`src/design/rtpp_pkg.sv`:
```
// Shared types and constants for the RTP H.264/G.711 packetizer.
`default_nettype none

package rtpp_pkg;

    // Configuration port
    localparam int CFG_IDX_W  = 3;
    localparam int CFG_DATA_W = 32;

    localparam logic [CFG_IDX_W-1:0] CFG_PAYLOAD_MODE  = 3'd0;
    localparam logic [CFG_IDX_W-1:0] CFG_SSRC          = 3'd1;
    localparam logic [CFG_IDX_W-1:0] CFG_MAX_PAYLOAD   = 3'd2;
    localparam logic [CFG_IDX_W-1:0] CFG_VIDEO_PT      = 3'd3;
    localparam logic [CFG_IDX_W-1:0] CFG_INTERLEAVED   = 3'd4;
    localparam logic [CFG_IDX_W-1:0] CFG_CHANNEL       = 3'd5;

    localparam logic [10:0] MAX_PAYLOAD_RST = 11'd1400;
    localparam logic [10:0] MAX_PAYLOAD_MIN = 11'd2;
    localparam logic [6:0]  VIDEO_PT_RST    = 7'd96;
    localparam logic [6:0]  AUDIO_PT        = 7'd0;

    // Packet constants
    localparam logic [7:0]  RTP_VERSION_BYTE = 8'h80;
    localparam logic [7:0]  PREFIX_MAGIC     = 8'h24;  // '$'
    localparam logic [7:0]  NRI_MASK         = 8'he0;
    localparam logic [7:0]  TYPE_MASK        = 8'h1f;
    localparam logic [7:0]  FU_A_TYPE        = 8'h1c;
    localparam logic [7:0]  FU_START         = 8'h80;
    localparam logic [7:0]  FU_END           = 8'h40;
    localparam logic [15:0] RTP_HDR_LEN      = 16'd12;
    localparam logic [15:0] FU_PKT_OVERHEAD  = 16'd14;
    localparam logic [10:0] AUDIO_SKIP       = 11'd3;

    // Command queue between front and back
    localparam int CMD_DEPTH = 4;
    localparam int CMD_PTR_W = 2;
    localparam int CMD_CNT_W = 3;

    typedef struct packed {
        logic        payload_mode;
        logic [31:0] ssrc;
        logic [10:0] max_payload;
        logic [6:0]  video_pt;
        logic        interleaved;
        logic [7:0]  channel;
    } t_cfg;

    // One command = all result bytes caused by one input byte
    typedef struct packed {
        logic        hdr;        // emit (prefix +) RTP header
        logic        marker;
        logic [6:0]  pt;
        logic [15:0] seq;
        logic [31:0] ts;
        logic [15:0] size;       // packet size for the interleave prefix
        logic        hdr_last;   // header-only packet
        logic        fu;         // emit FU indicator and FU header
        logic [7:0]  fu_ind;
        logic [7:0]  fu_hdr;
        logic        data_en;
        logic [7:0]  data;
        logic        data_last;
    } t_cmd;

    typedef enum logic [4:0] {
        ST_DOLLAR,
        ST_CHAN,
        ST_LEN_HI,
        ST_LEN_LO,
        ST_VER,
        ST_MPT,
        ST_SEQ_HI,
        ST_SEQ_LO,
        ST_TS3,
        ST_TS2,
        ST_TS1,
        ST_TS0,
        ST_SSRC3,
        ST_SSRC2,
        ST_SSRC1,
        ST_SSRC0,
        ST_FU_IND,
        ST_FU_HDR,
        ST_DATA
    } t_step;

endpackage

`default_nettype wire

```
`src/design/rtpp_front.sv`:
```
// Front end: tracks frame/packet state per input byte and issues emit commands.
`default_nettype none

module rtpp_front #(
    parameter int FRAME_LENGTH_BITS = 24
) (
    input  wire logic                         i_clk,
    input  wire logic                         i_rst_n,
    input  wire rtpp_pkg::t_cfg               i_cfg,
    input  wire logic                         i_accept,
    input  wire logic [7:0]                   i_data_byte,
    input  wire logic                         i_frame_start,
    input  wire logic [FRAME_LENGTH_BITS-1:0] i_frame_length,
    input  wire logic [31:0]                  i_frame_time,
    output logic                              o_push,
    output rtpp_pkg::t_cmd                    o_cmd
);
    import rtpp_pkg::*;

    localparam int FLB   = FRAME_LENGTH_BITS;
    localparam int SUM_W = ((FLB > 16) ? FLB : 16) + 1;

    logic [15:0]    r_seq, n_seq;
    logic [31:0]    r_ts, n_ts;
    logic [FLB-1:0] r_frame_left, n_frame_left;
    logic [10:0]    r_pkt_left, n_pkt_left;
    logic [7:0]     r_nal, n_nal;
    logic           r_frag, n_frag;

    logic [10:0]    mp;
    logic [FLB-1:0] mp_ext;
    logic [FLB-1:0] flen;
    logic [FLB-1:0] pay;
    logic [SUM_W-1:0] audio_sum;
    logic [31:0]    ts_audio, ts_video;
    logic           fits;
    logic           r_gt;
    logic [10:0]    mid_size;
    logic [10:0]    pkt_eff;
    logic           push_req;
    t_cmd           cmd;

    always_comb begin
        mp        = (i_cfg.max_payload < MAX_PAYLOAD_MIN) ? MAX_PAYLOAD_MIN : i_cfg.max_payload;
        mp_ext    = {{(FLB-11){1'b0}}, mp};
        flen      = (i_frame_length == '0) ? FLB'(1) : i_frame_length;
        pay       = (flen > FLB'(4)) ? flen - FLB'(4) : '0;
        audio_sum = SUM_W'(pay) + SUM_W'(RTP_HDR_LEN);
        ts_audio  = {i_frame_time[28:0], 3'b000};
        ts_video  = i_frame_time * 32'd90;
        fits      = flen <= mp_ext;
        r_gt      = r_frame_left > mp_ext;
        mid_size  = r_gt ? mp : r_frame_left[10:0];
    end

    always_comb begin
        n_seq        = r_seq;
        n_ts         = r_ts;
        n_frame_left = r_frame_left;
        n_pkt_left   = r_pkt_left;
        n_nal        = r_nal;
        n_frag       = r_frag;
        push_req     = 1'b0;
        pkt_eff      = r_pkt_left;

        cmd           = '0;
        cmd.pt        = i_cfg.video_pt;
        cmd.seq       = r_seq;
        cmd.ts        = r_ts;
        cmd.data      = i_data_byte;

        if (i_frame_start) begin
            push_req     = 1'b1;
            n_frame_left = flen - FLB'(1);
            cmd.hdr      = 1'b1;
            if (i_cfg.payload_mode) begin
                n_ts         = ts_audio;
                cmd.ts       = ts_audio;
                cmd.marker   = 1'b1;
                cmd.pt       = AUDIO_PT;
                cmd.size     = audio_sum[15:0];
                cmd.hdr_last = (pay == '0);
                n_pkt_left   = AUDIO_SKIP;
                n_frag       = 1'b0;
            end else begin
                n_ts    = ts_video;
                cmd.ts  = ts_video;
                n_nal   = i_data_byte;
                if (fits) begin
                    cmd.marker    = 1'b1;
                    cmd.size      = RTP_HDR_LEN + 16'(flen[10:0]);
                    cmd.data_en   = 1'b1;
                    cmd.data_last = (flen == FLB'(1));
                    n_pkt_left    = flen[10:0] - 11'd1;
                    n_frag        = 1'b0;
                end else begin
                    cmd.size   = FU_PKT_OVERHEAD + 16'(mp) - 16'd1;
                    cmd.fu     = 1'b1;
                    cmd.fu_ind = (i_data_byte & NRI_MASK) | FU_A_TYPE;
                    cmd.fu_hdr = FU_START | (i_data_byte & TYPE_MASK);
                    n_pkt_left = mp - 11'd1;
                    n_frag     = 1'b1;
                end
            end
        end else if (r_frame_left != '0) begin
            n_frame_left = r_frame_left - FLB'(1);
            if (i_cfg.payload_mode) begin
                if (r_pkt_left != '0) begin
                    // audio bytes still being dropped
                    n_pkt_left = r_pkt_left - 11'd1;
                end else begin
                    push_req      = 1'b1;
                    cmd.data_en   = 1'b1;
                    cmd.data_last = (r_frame_left == FLB'(1));
                end
            end else begin
                push_req    = 1'b1;
                cmd.data_en = 1'b1;
                if (r_pkt_left == '0 && r_frag) begin
                    // next FU-A fragment opens here
                    cmd.hdr    = 1'b1;
                    cmd.marker = !r_gt;
                    cmd.size   = FU_PKT_OVERHEAD + 16'(mid_size);
                    cmd.fu     = 1'b1;
                    cmd.fu_ind = (r_nal & NRI_MASK) | FU_A_TYPE;
                    cmd.fu_hdr = r_gt ? (r_nal & TYPE_MASK)
                                      : (FU_END | (r_nal & TYPE_MASK));
                    pkt_eff    = mid_size;
                end
                if (pkt_eff != '0) begin
                    n_pkt_left    = pkt_eff - 11'd1;
                    cmd.data_last = (pkt_eff == 11'd1);
                end else begin
                    n_pkt_left    = pkt_eff;
                    cmd.data_last = (r_frame_left == FLB'(1));
                end
            end
        end

        if (cmd.hdr) begin
            n_seq = r_seq + 16'd1;
        end
    end

    always_ff @(posedge i_clk) begin
        if (!i_rst_n) begin
            r_seq        <= '0;
            r_ts         <= '0;
            r_frame_left <= '0;
            r_pkt_left   <= '0;
            r_nal        <= '0;
            r_frag       <= 1'b0;
        end else if (i_accept) begin
            r_seq        <= n_seq;
            r_ts         <= n_ts;
            r_frame_left <= n_frame_left;
            r_pkt_left   <= n_pkt_left;
            r_nal        <= n_nal;
            r_frag       <= n_frag;
        end
    end

    assign o_push = i_accept && push_req;
    assign o_cmd  = cmd;

endmodule

`default_nettype wire

```
`src/design/rtpp_cmd_fifo.sv`:
```
// Short command queue between the front end and the byte sequencer.
`default_nettype none

module rtpp_cmd_fifo (
    input  wire logic           i_clk,
    input  wire logic           i_rst_n,
    input  wire logic           i_push,
    input  wire rtpp_pkg::t_cmd i_cmd,
    input  wire logic           i_pop,
    output logic                o_full,
    output logic                o_empty,
    output rtpp_pkg::t_cmd      o_cmd
);
    import rtpp_pkg::*;

    t_cmd                 r_mem [CMD_DEPTH];
    logic [CMD_PTR_W-1:0] r_wr_ptr, r_rd_ptr;
    logic [CMD_CNT_W-1:0] r_count;

    always_ff @(posedge i_clk) begin
        if (i_push) begin
            r_mem[r_wr_ptr] <= i_cmd;
        end
    end

    always_ff @(posedge i_clk) begin
        if (!i_rst_n) begin
            r_wr_ptr <= '0;
            r_rd_ptr <= '0;
            r_count  <= '0;
        end else begin
            if (i_push) begin
                r_wr_ptr <= r_wr_ptr + 1'b1;
            end
            if (i_pop) begin
                r_rd_ptr <= r_rd_ptr + 1'b1;
            end
            case ({i_push, i_pop})
                2'b10:   r_count <= r_count + 1'b1;
                2'b01:   r_count <= r_count - 1'b1;
                default: r_count <= r_count;
            endcase
        end
    end

    assign o_full  = (r_count == CMD_CNT_W'(CMD_DEPTH));
    assign o_empty = (r_count == '0);
    assign o_cmd   = r_mem[r_rd_ptr];

endmodule

`default_nettype wire

```
`src/design/rtpp_back.sv`:
```
// Back end: expands each command into packet bytes behind an output register.
`default_nettype none

module rtpp_back (
    input  wire logic           i_clk,
    input  wire logic           i_rst_n,
    input  wire rtpp_pkg::t_cfg i_cfg,
    input  wire logic           i_cmd_valid,
    input  wire rtpp_pkg::t_cmd i_cmd,
    output logic                o_cmd_pop,
    input  wire logic           i_out_pop,
    output logic                o_out_valid,
    output logic [7:0]          o_out_byte,
    output logic                o_packet_last,
    output logic                o_run_last
);
    import rtpp_pkg::*;

    t_step      r_step;
    logic       r_active;
    t_step      first_step, cur, nxt;
    logic       is_last;
    logic       adv;
    logic [7:0] byte_val;
    logic       pkt_last;

    logic       r_out_valid;
    logic [7:0] r_out_byte;
    logic       r_packet_last;
    logic       r_run_last;

    // step sequencing
    always_comb begin
        if (i_cmd.hdr) begin
            first_step = i_cfg.interleaved ? ST_DOLLAR : ST_VER;
        end else begin
            first_step = ST_DATA;
        end
        cur = r_active ? r_step : first_step;
        case (cur)
            ST_SSRC0:  nxt = i_cmd.fu ? ST_FU_IND : ST_DATA;
            ST_FU_HDR: nxt = ST_DATA;
            ST_DATA:   nxt = ST_DATA;
            default:   nxt = t_step'(cur + 5'd1);
        endcase
        is_last = (cur == ST_DATA)
               || (cur == ST_SSRC0 && !i_cmd.fu && !i_cmd.data_en)
               || (cur == ST_FU_HDR && !i_cmd.data_en);
    end

    // byte selection
    always_comb begin
        case (cur)
            ST_DOLLAR:  byte_val = PREFIX_MAGIC;
            ST_CHAN:    byte_val = i_cfg.channel;
            ST_LEN_HI:  byte_val = i_cmd.size[15:8];
            ST_LEN_LO:  byte_val = i_cmd.size[7:0];
            ST_VER:     byte_val = RTP_VERSION_BYTE;
            ST_MPT:     byte_val = {i_cmd.marker, i_cmd.pt};
            ST_SEQ_HI:  byte_val = i_cmd.seq[15:8];
            ST_SEQ_LO:  byte_val = i_cmd.seq[7:0];
            ST_TS3:     byte_val = i_cmd.ts[31:24];
            ST_TS2:     byte_val = i_cmd.ts[23:16];
            ST_TS1:     byte_val = i_cmd.ts[15:8];
            ST_TS0:     byte_val = i_cmd.ts[7:0];
            ST_SSRC3:   byte_val = i_cfg.ssrc[31:24];
            ST_SSRC2:   byte_val = i_cfg.ssrc[23:16];
            ST_SSRC1:   byte_val = i_cfg.ssrc[15:8];
            ST_SSRC0:   byte_val = i_cfg.ssrc[7:0];
            ST_FU_IND:  byte_val = i_cmd.fu_ind;
            ST_FU_HDR:  byte_val = i_cmd.fu_hdr;
            ST_DATA:    byte_val = i_cmd.data;
            default:    byte_val = i_cmd.data;
        endcase
        pkt_last = (cur == ST_SSRC0 && i_cmd.hdr_last)
                || (cur == ST_DATA && i_cmd.data_last);
    end

    assign adv       = i_cmd_valid && (!r_out_valid || i_out_pop);
    assign o_cmd_pop = adv && is_last;

    always_ff @(posedge i_clk) begin
        if (!i_rst_n) begin
            r_step      <= ST_DATA;
            r_active    <= 1'b0;
            r_out_valid <= 1'b0;
        end else if (adv) begin
            r_step      <= nxt;
            r_active    <= !is_last;
            r_out_valid <= 1'b1;
        end else if (i_out_pop) begin
            r_out_valid <= 1'b0;
        end
    end

    always_ff @(posedge i_clk) begin
        if (adv) begin
            r_out_byte    <= byte_val;
            r_packet_last <= pkt_last;
            r_run_last    <= is_last;
        end
    end

    assign o_out_valid   = r_out_valid;
    assign o_out_byte    = r_out_byte;
    assign o_packet_last = r_packet_last;
    assign o_run_last    = r_run_last;

endmodule

`default_nettype wire

```
`src/design/rtp_h264_g711_packetizer.sv`:
```
// Top level of the RTP H.264 (FU-A) / G.711 packetizer.
//
//  channel   | handshake           | payload
//  ----------+---------------------+-----------------------------------------------
//  input     | push / full         | i_data_byte, i_frame_start, i_frame_length,
//            |                     | i_frame_time
//  result    | empty / pop         | o_out_byte, o_packet_last, o_run_last
//  config    | i_cfg_we            | i_cfg_index, i_cfg_data
//
// One input request is taken per cycle while the command queue has room; one result
// byte leaves per cycle while the receiver pops. A request yields 0 to 19 bytes; the
// byte sequencer emits one byte a cycle unless stalled, so the extra header bytes of a
// packet start are absorbed by the 4-entry command queue and then by full.
// Synchronous active-low reset clears queue and counters and loads the configuration defaults; no clear pass.
// Either side may stall freely; the output register holds its byte until popped.
`default_nettype none

module rtp_h264_g711_packetizer #(
    parameter int FRAME_LENGTH_BITS = 24
) (
    input  wire logic                               i_clk,
    input  wire logic                               i_rst_n,
    input  wire logic                               push,
    output logic                                    full,
    input  wire logic [7:0]                         i_data_byte,
    input  wire logic                               i_frame_start,
    input  wire logic [FRAME_LENGTH_BITS-1:0]       i_frame_length,
    input  wire logic [31:0]                        i_frame_time,
    output logic                                    empty,
    input  wire logic                               pop,
    output logic [7:0]                              o_out_byte,
    output logic                                    o_packet_last,
    output logic                                    o_run_last,
    input  wire logic                               i_cfg_we,
    input  wire logic [rtpp_pkg::CFG_IDX_W-1:0]     i_cfg_index,
    input  wire logic [rtpp_pkg::CFG_DATA_W-1:0]    i_cfg_data
);
    import rtpp_pkg::*;

    t_cfg r_cfg;
    logic accept;
    logic cmd_push, cmd_pop, cmd_full, cmd_empty;
    t_cmd front_cmd, head_cmd;
    logic out_valid;

    always_ff @(posedge i_clk) begin
        if (!i_rst_n) begin
            r_cfg.payload_mode <= 1'b0;
            r_cfg.ssrc         <= '0;
            r_cfg.max_payload  <= MAX_PAYLOAD_RST;
            r_cfg.video_pt     <= VIDEO_PT_RST;
            r_cfg.interleaved  <= 1'b0;
            r_cfg.channel      <= '0;
        end else if (i_cfg_we) begin
            case (i_cfg_index)
                CFG_PAYLOAD_MODE: r_cfg.payload_mode <= i_cfg_data[0];
                CFG_SSRC:         r_cfg.ssrc         <= i_cfg_data;
                CFG_MAX_PAYLOAD:  r_cfg.max_payload  <= i_cfg_data[10:0];
                CFG_VIDEO_PT:     r_cfg.video_pt     <= i_cfg_data[6:0];
                CFG_INTERLEAVED:  r_cfg.interleaved  <= i_cfg_data[0];
                CFG_CHANNEL:      r_cfg.channel      <= i_cfg_data[7:0];
                default:          r_cfg              <= r_cfg;
            endcase
        end
    end

    assign accept = push && !cmd_full;

    rtpp_front #(
        .FRAME_LENGTH_BITS (FRAME_LENGTH_BITS)
    ) u_front (
        .i_clk          (i_clk),
        .i_rst_n        (i_rst_n),
        .i_cfg          (r_cfg),
        .i_accept       (accept),
        .i_data_byte    (i_data_byte),
        .i_frame_start  (i_frame_start),
        .i_frame_length (i_frame_length),
        .i_frame_time   (i_frame_time),
        .o_push         (cmd_push),
        .o_cmd          (front_cmd)
    );

    rtpp_cmd_fifo u_fifo (
        .i_clk   (i_clk),
        .i_rst_n (i_rst_n),
        .i_push  (cmd_push),
        .i_cmd   (front_cmd),
        .i_pop   (cmd_pop),
        .o_full  (cmd_full),
        .o_empty (cmd_empty),
        .o_cmd   (head_cmd)
    );

    rtpp_back u_back (
        .i_clk         (i_clk),
        .i_rst_n       (i_rst_n),
        .i_cfg         (r_cfg),
        .i_cmd_valid   (!cmd_empty),
        .i_cmd         (head_cmd),
        .o_cmd_pop     (cmd_pop),
        .i_out_pop     (pop),
        .o_out_valid   (out_valid),
        .o_out_byte    (o_out_byte),
        .o_packet_last (o_packet_last),
        .o_run_last    (o_run_last)
    );

    assign full  = cmd_full;
    assign empty = !out_valid;

endmodule

`default_nettype wire

```
`config.mk`:
```
export PLATFORM = sky130hd
export DESIGN_NAME = rtp_h264_g711_packetizer
export DESIGN_NICKNAME = d
export VERILOG_FILES = /design/src/design/rtpp_pkg.sv /design/src/design/rtpp_front.sv /design/src/design/rtpp_cmd_fifo.sv /design/src/design/rtpp_back.sv /design/src/design/rtp_h264_g711_packetizer.sv
export SDC_FILE = /design/constraint.sdc
export NUM_CORES = 1
export LEC_CHECK = 0
export ABC_AREA = 1
export BUFFER_PORTS_ARGS = -buffer_cell sky130_fd_sc_hd__buf_2
export CAP_MARGIN = 25
export CORE_MARGIN = 8
export CORE_UTILIZATION = 50
export DETAILED_ROUTE_END_ITERATION = 6
export PLACE_DENSITY = 0.71
export SLEW_MARGIN = 30
export SYNTH_ARGS = -nofsm -noshare
export SYNTH_HDL_FRONTEND = slang
export SYNTH_SLANG_ARGS = --single-unit
```
`constraint.sdc`:
```
create_clock -name i_clk -period 9.4 [get_ports i_clk]
set_input_delay 0.94 -clock i_clk [delete_from_list [all_inputs] [get_ports i_clk]]
set_output_delay 0.94 -clock i_clk [all_outputs]
set_load 0.1 [all_outputs]
```
# Yosys cells after proc, flatten, opt, wreduce, memory -nomap -nowiden
# Memories as Yosys holds them, arrays and structs flattened. A register that Yosys moved wholly into a read port is not among the register bits.
# Cells that the tools add are included.
# Widths: inputs -> output; s select.
# totals
regBits	176
latch_bits	0
mem_bits_rw	404
romBits	0
input_bits	105
out_inout_bits	12
wordCells	189
mem_count	1
# mem_list
memory	depth	word_bits	read_ports	rd_ports_with_merged_regs	write_ports	line_no	text
u_fifo.r_mem	4	101	1	1	1	rtpp_cmd_fifo.sv:16	t_cmd r_mem [CMD_DEPTH];
# classes
add_sub_neg	18
n_mul	1
div_mod_pow	0
n_lt_le_gt_ge	4
eq_ne	30
shifts	0
mux	68
bitwise	1
reduce_logical	45
# op_table
op	count
$pmux 8 s18	1
$mux 11	13
$mux 24	4
$mux 16	5
$mux 32	2
$mux 18	3
$mux 17	3
$eq 24x1->1 const B	2
$logic_not 24->1	2
$mux 48	1
$sub 24x1->24 const B	2
$sub 11x1->11 const B	4
$eq 5x4->1 const B	8
$add 4x11->12 const A	3
$mul 32x6->31 const B	1
$gt 24x11->1	1
$gt 24x3->1 const B	1
$le 24x11->1	1
$reduce_bool 24->1	1
$sub 24x3->24 const B	1
$reduce_bool 11->1	2
$mux 1	21
$mux 7	3
$eq 5x3->1 const B	4
other kinds (34)	78

# Depth between registers and ports, before layout
# Gate-level depths: netlist (run 1).
# depth
ltp_word	13
ltp_mapped	34
ltp_nobuf	32

# By module
# Synthesis (run 1) repeated with hierarchy kept, for this count alone.
# unflattened
hier_cells	3876
hier_area_um2	33957.6
# modules_own_cells
mod	n_inst	cells_each	area_each_um2	seq_area_each_um2
rtpp_cmd_fifo	1	1034	16208.0	12311.8
rtpp_front	1	2059	12881.1	1821.7
rtp_h264_g711_packetizer	1	368	2585.0	1201.2
rtpp_back	1	415	2283.4	440.4

# Least setup slack after synthesis (run 1)
# No wires, ideal clock.
# synth_timing
path_kind	input to register
from	input port push
to	memory u_fifo.r_mem[0][0] (netlist name) (enable)
setup_time_ps	548
arrival_ps	5599
required_time_ps	8852
setup_slack_ps	3253
cell_stages	6
n_path_buf	0
cell_sequence	inv_1 nor2_1 o21ai_2 inv_1 nand2_1 nor2_1
# synth_between
elab_chain_cells	4
# synth_rtl
item	line_no	text
from (decl)	rtp_h264_g711_packetizer.sv:23	input wire logic push,
$logic_and 1x1->1	rtp_h264_g711_packetizer.sv:67	assign accept = push && !cmd_full;
$logic_and 1x1->1	rtpp_front.sv:163	assign o_push = i_accept && push_req;
$mux 1	rtpp_cmd_fifo.sv:21	if (i_push) begin
$mux 1 (not written as such)	rtpp_cmd_fifo.sv:22	r_mem[r_wr_ptr] <= i_cmd;
to (decl)	rtpp_cmd_fifo.sv:16	
# Every way passes these cells.

# Final worst setup path (run 1)
# layout_timing
from	register u_front.r_frame_left[1]
to	memory u_fifo.r_mem[3][51] (netlist name) (enable)
# layout_between
elab_chain_cells	6
# layout_rtl
item	line_no	text
from (decl)	rtpp_front.sv:25	logic [FLB-1:0] r_frame_left, n_frame_left;
from (signal assigned)	rtpp_front.sv:156	r_frame_left <= n_frame_left;
$reduce_bool 24->1	rtpp_front.sv:105	end else if (r_frame_left != '0) begin
$mux 1	rtpp_front.sv:105	
$mux 1	rtpp_front.sv:72	if (i_frame_start) begin
$logic_and 1x1->1	rtpp_front.sv:163	
$mux 1	rtpp_cmd_fifo.sv:21	
$mux 1 (not written as such)	rtpp_cmd_fifo.sv:22	
# Every way passes these cells.

==> flow_metrics.py, run 1 <==
metrics = {
    "floorplanning": {
        "die_area_um2": 70160,
        "die_h_um": 264.9,
        "start_util_pct": 50.37,
        "fp-row-count": 91,
        "ios": 117,
        "fp.dieW_um": 264.9,
        "core_area_um2": 61480,
    },
    "setup_path": {
        "cp_top_family": "buffers and inverters",
        "r2r_cells": 11,
        "path_cells": "inv_1 > ha_1 > nand2_1 > nor2_1 > nand3_1 > o21ai_2 > inv_1 > nand2_1 > nor2_4 > buf_4 > buf_4",
        "crit_arrival_ps": 5180,
        "critical_path_depth": 11,
        "critPathSlowestCell": "inv_1",
        "critPathCaptureType": "flop",
        "max_stage_delay_ps": 760,
        "cp-start-kind": "flop",
        "crit_fanout": 48,
        "critical_path_buf_inv_count": 4,
        "critPathKind": "reg2reg",
        "cp_data_required_time_ps": 9630,
    },
    "yosys": {
        "ys_dominant_reg_cell": "edfxtp_1",
        "async_reset_ff_share_pct": 0,
        "synthTopCellsByArea": "edfxtp_1, dfxtp_1, nand2_1",
        "avgSynthCellArea_um2": 8.541,
        "synth_area_leader_cell": "edfxtp_1",
        "synth_edf_count": 386,
        "synth.top_cells.by_count": "nand2_1, nor2_1, inv_1",
        "synth.top_cell.area_share_pct": 37.43,
        "ys_seq_area_share_pct": 48.22,
        "synth_seq_cells": 553,
        "ys_warn_count": 0,
        "ys_types": 67,
        "synth_fp_nets": 3893,
        "syn_inst": 3626,
        "syn_area_um2": 30970,
        "synth_most_common_cell": "nand2_1",
    },
    "placed_design": {
        "gp_congestion": 0.9766,
        "io_buffer_count": 115,
        "post-place-ws_ps": 3952,
        "hpwl_um": 61800,
    },
    "worst_hold_path": {
        "hold_depth": 2,
        "hp-class": "reg2reg",
    },
    "timing": {
        "fmax_mhz": 202.1,
        "tightest_slew_ps": 952.9,
        "drv_slew": 0,
        "max_slew_margin_pct": 36.09,
        "hold_viol": 0,
        "layout_setup_ws_ps": 4452,
        "fin_skew_ps": 33.45,
        "period_share_pct": 52.64,
        "rsz0062_at_grt": "false",
        "setup_violations": 0,
        "min_period_ps": 4948,
        "tns_ps": 0,
    },
    "routing": {
        "ant_nets": 0,
        "routed-via-count": 25579,
        "vias_per_cell": 5.658,
        "drc": 0,
        "drtIter0Drc": 2718,
        "totalWireLength_um": 87660,
        "drt-pass1-iter-count": 6,
        "wl_per_cell_um": 19.39,
    },
    "clocking": {
        "clkLatencyLatePin_ps": 640,
        "cts_hold_buffers": 0,
        "cts_tree": "built",
        "clk_pin_slew_ps": 60,
        "cts_sinks": 553,
        "cts_max_path_buffers": 3,
        "cts_buffers": 58,
        "cts-resized-gates": 0,
        "clockRootBuffer": "clkbuf_16",
        "htree_levels": 2,
        "post_cts_buffers": 0,
    },
    "layout": {
        "syn_to_final_growth_pct": 10.38,
        "num_antenna_cells": 0,
        "final_nets": 3948,
        "drive_above_1_share_pct": 9.756,
    },
    "power": {
        "p_leak_nw": 14.24,
        "vdd_drop_max_mv": 0.1432,
        "powerDensity_nw_per_um2": 215.1,
    },
    "global_route": {
        "antenna_found_initial": 0,
        "overflow": 0,
        "grt.total_usage_pct": 24.38,
        "grt_pass1_vias": 23872,
        "grt_max_degree": 99,
        "grt_pass1_wl_um": 136000,
    },
    "outcome": {
        "status": "completed",
    },
    "run": {
        "cap_violations": 0,
    },
}
per-layer routing:
metal | part of all wire (%) | GRT usage (%) | up-vias | wire [µm]
li1 | - | - | 12350 | -
met1 | 43 | 33.01 | 12083 | 37340
met2 | 47 | 40.18 | 976 | 40890
met3 | 7.4 | 3.039 | 170 | 6460
met4 | 3.4 | 8.696 | 0 | 2960
met5 | 0 | 0 | - | 0
sequential cells by signal, indices dropped and copies added, names as in the netlist, named ones only:
signal and count:
u_fifo.r_rd_ptr 2, u_back.o_out_byte 8, u_back.r_step 5, u_back.o_out_valid 1, u_front.r_ts 31, u_front.r_seq 16, u_front.r_nal 8, u_back.r_active 1
r_cfg 60, u_front.r_frag 1, u_back.o_packet_last 1, u_back.o_run_last 1, u_fifo.r_wr_ptr 2, u_front.r_frame_left 24, u_fifo.r_mem 376, u_front.r_pkt_left 11
u_fifo.r_count 3
placed cells by master, fill, tap and decap left out, types with 16 or more instances in the layout:
cell and n:
a21oi_1 248, a31oi_1 22, buf_2 114, buf_4 28
clkbuf_16 58, dfxtp_1 164, edfxtp_1 386, fa_1 52
ha_1 110, inv_1 449, inv_2 18, nand2_1 521
nand2_2 24, nand3_1 171, nand4_1 43, nor2_1 503
nor2_2 16, nor3_1 37, o211ai_1 23, o21ai_0 388
o22ai_1 39, or2_2 18, xor2_1 52
stage by stage:
| stage | hold slack (ps) | std cells | area [µm²] | util (%) | power, mW |
|---|---|---|---|---|---|
| final | 448.8 | 4521 | 34190 | 55.60 | 7.352 |
| after global routing | 477.7 | 4521 | 34190 | 55.60 | 7.730 |
| after CTS | 452.8 | 4519 | 34130 | 55.50 | 7.370 |
| after detailed placement | 443.6 | 4409 | 32190 | 52.35 | 5.059 |
| after global placement | 434.1 | 4409 | 32180 | 52.34 | 5.022 |
| after floorplan | 424.5 | 3626 | 30970 | - | 4.508 |
worst reg2reg max path, delay by kind of cell (launching register included):
family / cells / cell delay, ps
AOI/OAI and AO/OA: 1 / 260
adders and majority gates: 1 / 230
buffers and inverters: 4 / 2250
DFF: 1 / 430
and+or+nand+nor: 5 / 1330
cell type report:
type	instances	area (µm²)
Fill cell	5515	27300
Sequential cell	553	14940
Multi-Input combinational cell	2449	13690
Inverter	474	1785
Clock buffer	73	1558
Tap cell	790	988.4
Timing Repair Buffer	145	847.1
Clock inverter	37	379.1
cells by family (layout without fill, tap and decap cells):
logic type,count (synthesis),in the layout,synth area share [%]
buf+inv,624,729,7.749
xor+xnor,64,64,1.810
fa+ha+maj,162,162,7.805
flops,553,553,48.22
compound gates,817,817,14.60
mux,7,7,0.2262
simple gates,1399,1399,19.59
final timing paths:
kind | to | slack [ps] | from
worst min register to register | u_front.r_nal[2] | 450 | u_front.r_nal[2]
worst max register to register | u_fifo.r_mem[3][51] | 4450 | u_front.r_frame_left[1]
worst min-delay path | u_front.r_nal[2] | 450 | u_front.r_nal[2]
worst max-delay path | u_fifo.r_mem[3][51] | 4450 | u_front.r_frame_left[1]
power breakdown:
| part | total, mW | switching, mW | internal (mW) |
|---|---|---|---|
| registers | 2.97 | 0.0830 | 2.89 |
| logic | 2.06 | 1.45 | 0.609 |
| clock network | 2.32 | 0.976 | 1.34 |
| total | 7.35 | 2.51 | 4.84 |
(Power assumes the default switching activity.)
==> run 2: changes to the inputs <==
Clock period 9.4 ns to 5.1 ns, I/O delays scaled along.
==> flow_metrics.py, run 2 (synthesized netlist as in run 1, its figures left out) <==
metrics = {
    "outcome": {
        "status": "completed",
    },
    "layout": {
        "reg_top3": "u_fifo.r_mem x376, r_cfg x60, u_front.r_ts x31",
        "drive_above_1_share_pct": 10.30,
        "num_antenna_cells": 0,
        "largest_register_ff_count": 376,
        "final_cells": 4538,
        "final_cell_mix": "nand2_1, nor2_1, inv_1",
        "syn_to_final_growth_pct": 10.88,
        "final_nets": 3967,
        "top_register": "u_fifo.r_mem",
        "layout_commonest_cell": "nand2_1",
        "final_cell_area_um2": 34340,
    },
    "placed_design": {
        "io_buffer_count": 115,
        "place_inst": 4431,
        "hpwl_um": 61480,
        "dpl-instance-area_um2": 32460,
        "gp_congestion": 0.9826,
    },
    "setup_path": {
        "max_stage_delay_ps": 440,
        "worst_path_most_repeated_cell": "nand2_1",
        "crit_arrival_ps": 4680,
        "cp_data_required_time_ps": 5370,
        "cp-start-kind": "flop",
        "critPathCaptureType": "flop",
        "critPathSlowestCell": "dfxtp_1",
        "crit_fanout": 12,
        "critPathKind": "reg2reg",
    },
    "routing": {
        "drt-pass1-iter-count": 6,
        "drc": 0,
        "wl_per_cell_um": 19.15,
        "vias_per_cell": 5.625,
        "drtIter0Drc": 2450,
        "routed-via-count": 25527,
        "ant_nets": 0,
        "totalWireLength_um": 86880,
    },
    "run": {
        "cap_violations": 0,
    },
    "power": {
        "power.switching_mw": 4.593,
        "p_sw_share_pct": 34.10,
        "pwr-share-comb_pct": 28.4,
        "vdd_drop_max_mv": 0.2943,
        "seq_power_share_pct": 40.8,
        "p_int_mw": 8.877,
        "p_leak_nw": 14.34,
        "powerDensity_nw_per_um2": 392.2,
        "pwr-share-clk_pct": 30.8,
    },
    "global_route": {
        "overflow": 0,
        "grt_pass1_vias": 24351,
        "grt_max_degree": 157,
        "grt.total_usage_pct": 24.32,
        "antenna_found_initial": 0,
        "grt_pass1_wl_um": 135900,
    },
    "worst_hold_path": {
        "hp-class": "in2reg",
    },
    "floorplanning": {
        "ios": 117,
        "fp-row-count": 91,
        "start_util_pct": 50.37,
        "die_h_um": 264.9,
        "core_area_um2": 61480,
        "die_area_um2": 70160,
        "fp.dieW_um": 264.9,
    },
    "clocking": {
        "cts_sinks": 553,
        "clkLatencyLatePin_ps": 620,
        "htree_levels": 2,
        "clockRootBuffer": "clkbuf_16",
        "cts_buffers": 57,
        "cts_max_path_buffers": 3,
        "cts_tree": "built",
        "clk_pin_slew_ps": 60,
        "post_cts_buffers": 0,
        "cts-resized-gates": 0,
        "cts_hold_buffers": 0,
    },
    "timing": {
        "fin_skew_ps": 16.71,
        "setup_violations": 0,
        "hold_viol": 0,
        "min_period_ps": 4410,
        "drv_slew": 0,
        "tightest_slew_ps": 983.2,
        "fmax_mhz": 226.8,
        "period_share_pct": 86.47,
        "max_slew_margin_pct": 33.85,
        "rsz0062_at_grt": "false",
    },
}
-- run 2: through the flow --
step | TNS (ps) | total power, mW | utilization (%) | hold WS (ps) | setup slack (ps)
after detailed placement | 0 | 9.364 | 52.80 | 442.8 | 347.8
after global placement | 0 | 9.297 | 52.79 | 434.5 | 358.7
after CTS | 0 | 13.48 | 55.85 | 93.20 | 799.2
after floorplan | -369890 | 8.309 | - | 424.5 | -983.7
after global routing | 0 | 14.18 | 55.85 | 106.5 | 245.7
final | 0 | 13.47 | 55.85 | 110.7 | 689.9
-- run 2: power by group through the flow --
stage | combinational, mW | clock [mW] | sequential [mW]
after detailed placement | 3.78 | 0 | 5.58
after global routing | 4.27 | 4.38 | 5.53
after floorplan | 2.48 | 0 | 5.83
final | 3.82 | 4.15 | 5.49
after global placement | 3.72 | 0 | 5.58
after CTS | 3.80 | 4.18 | 5.49
-- run 2: cell type report --
class | count | area (µm²)
Timing Repair Buffer | 165 | 1070
Clock inverter | 24 | 221.5
Inverter | 474 | 1785
Sequential cell | 553 | 14940
Tap cell | 790 | 988.4
Fill cell | 5619 | 27140
Clock buffer | 83 | 1654
Multi-Input combinational cell | 2449 | 13680
-- run 2: routing by layer --
metal | part of all wire (%) | wire length, µm | track usage, %
met2 | 46 | 40170 | 39.92
met1 | 43 | 37080 | 33.04
met4 | 3.2 | 2809 | 7.492
met3 | 7.9 | 6828 | 3.808
met5 | 0 | 0 | 0
-- run 2: critical path: cells and delay by family (launching register included) --
kind                       cells  cell delay [ps]
DFF                            1              440
AOI/OAI and AO/OA              2              510
adders and majority gates      2              490
buffers and inverters          3              290
and+or+nand+nor               21             2310
-- run 2: worst paths after layout --
check | slack [ps] | to | from | depth (start not counted)
worst max-delay path | 690 | u_fifo.r_mem[2][0] | r_cfg[20] | 28
worst min-delay path | 110 | r_cfg[41] | i_cfg_data[14] | 3
worst max register to register | 690 | u_fifo.r_mem[2][0] | r_cfg[20] | 28
worst min register to register | 450 | u_front.r_nal[1] | u_front.r_nal[1] | 2
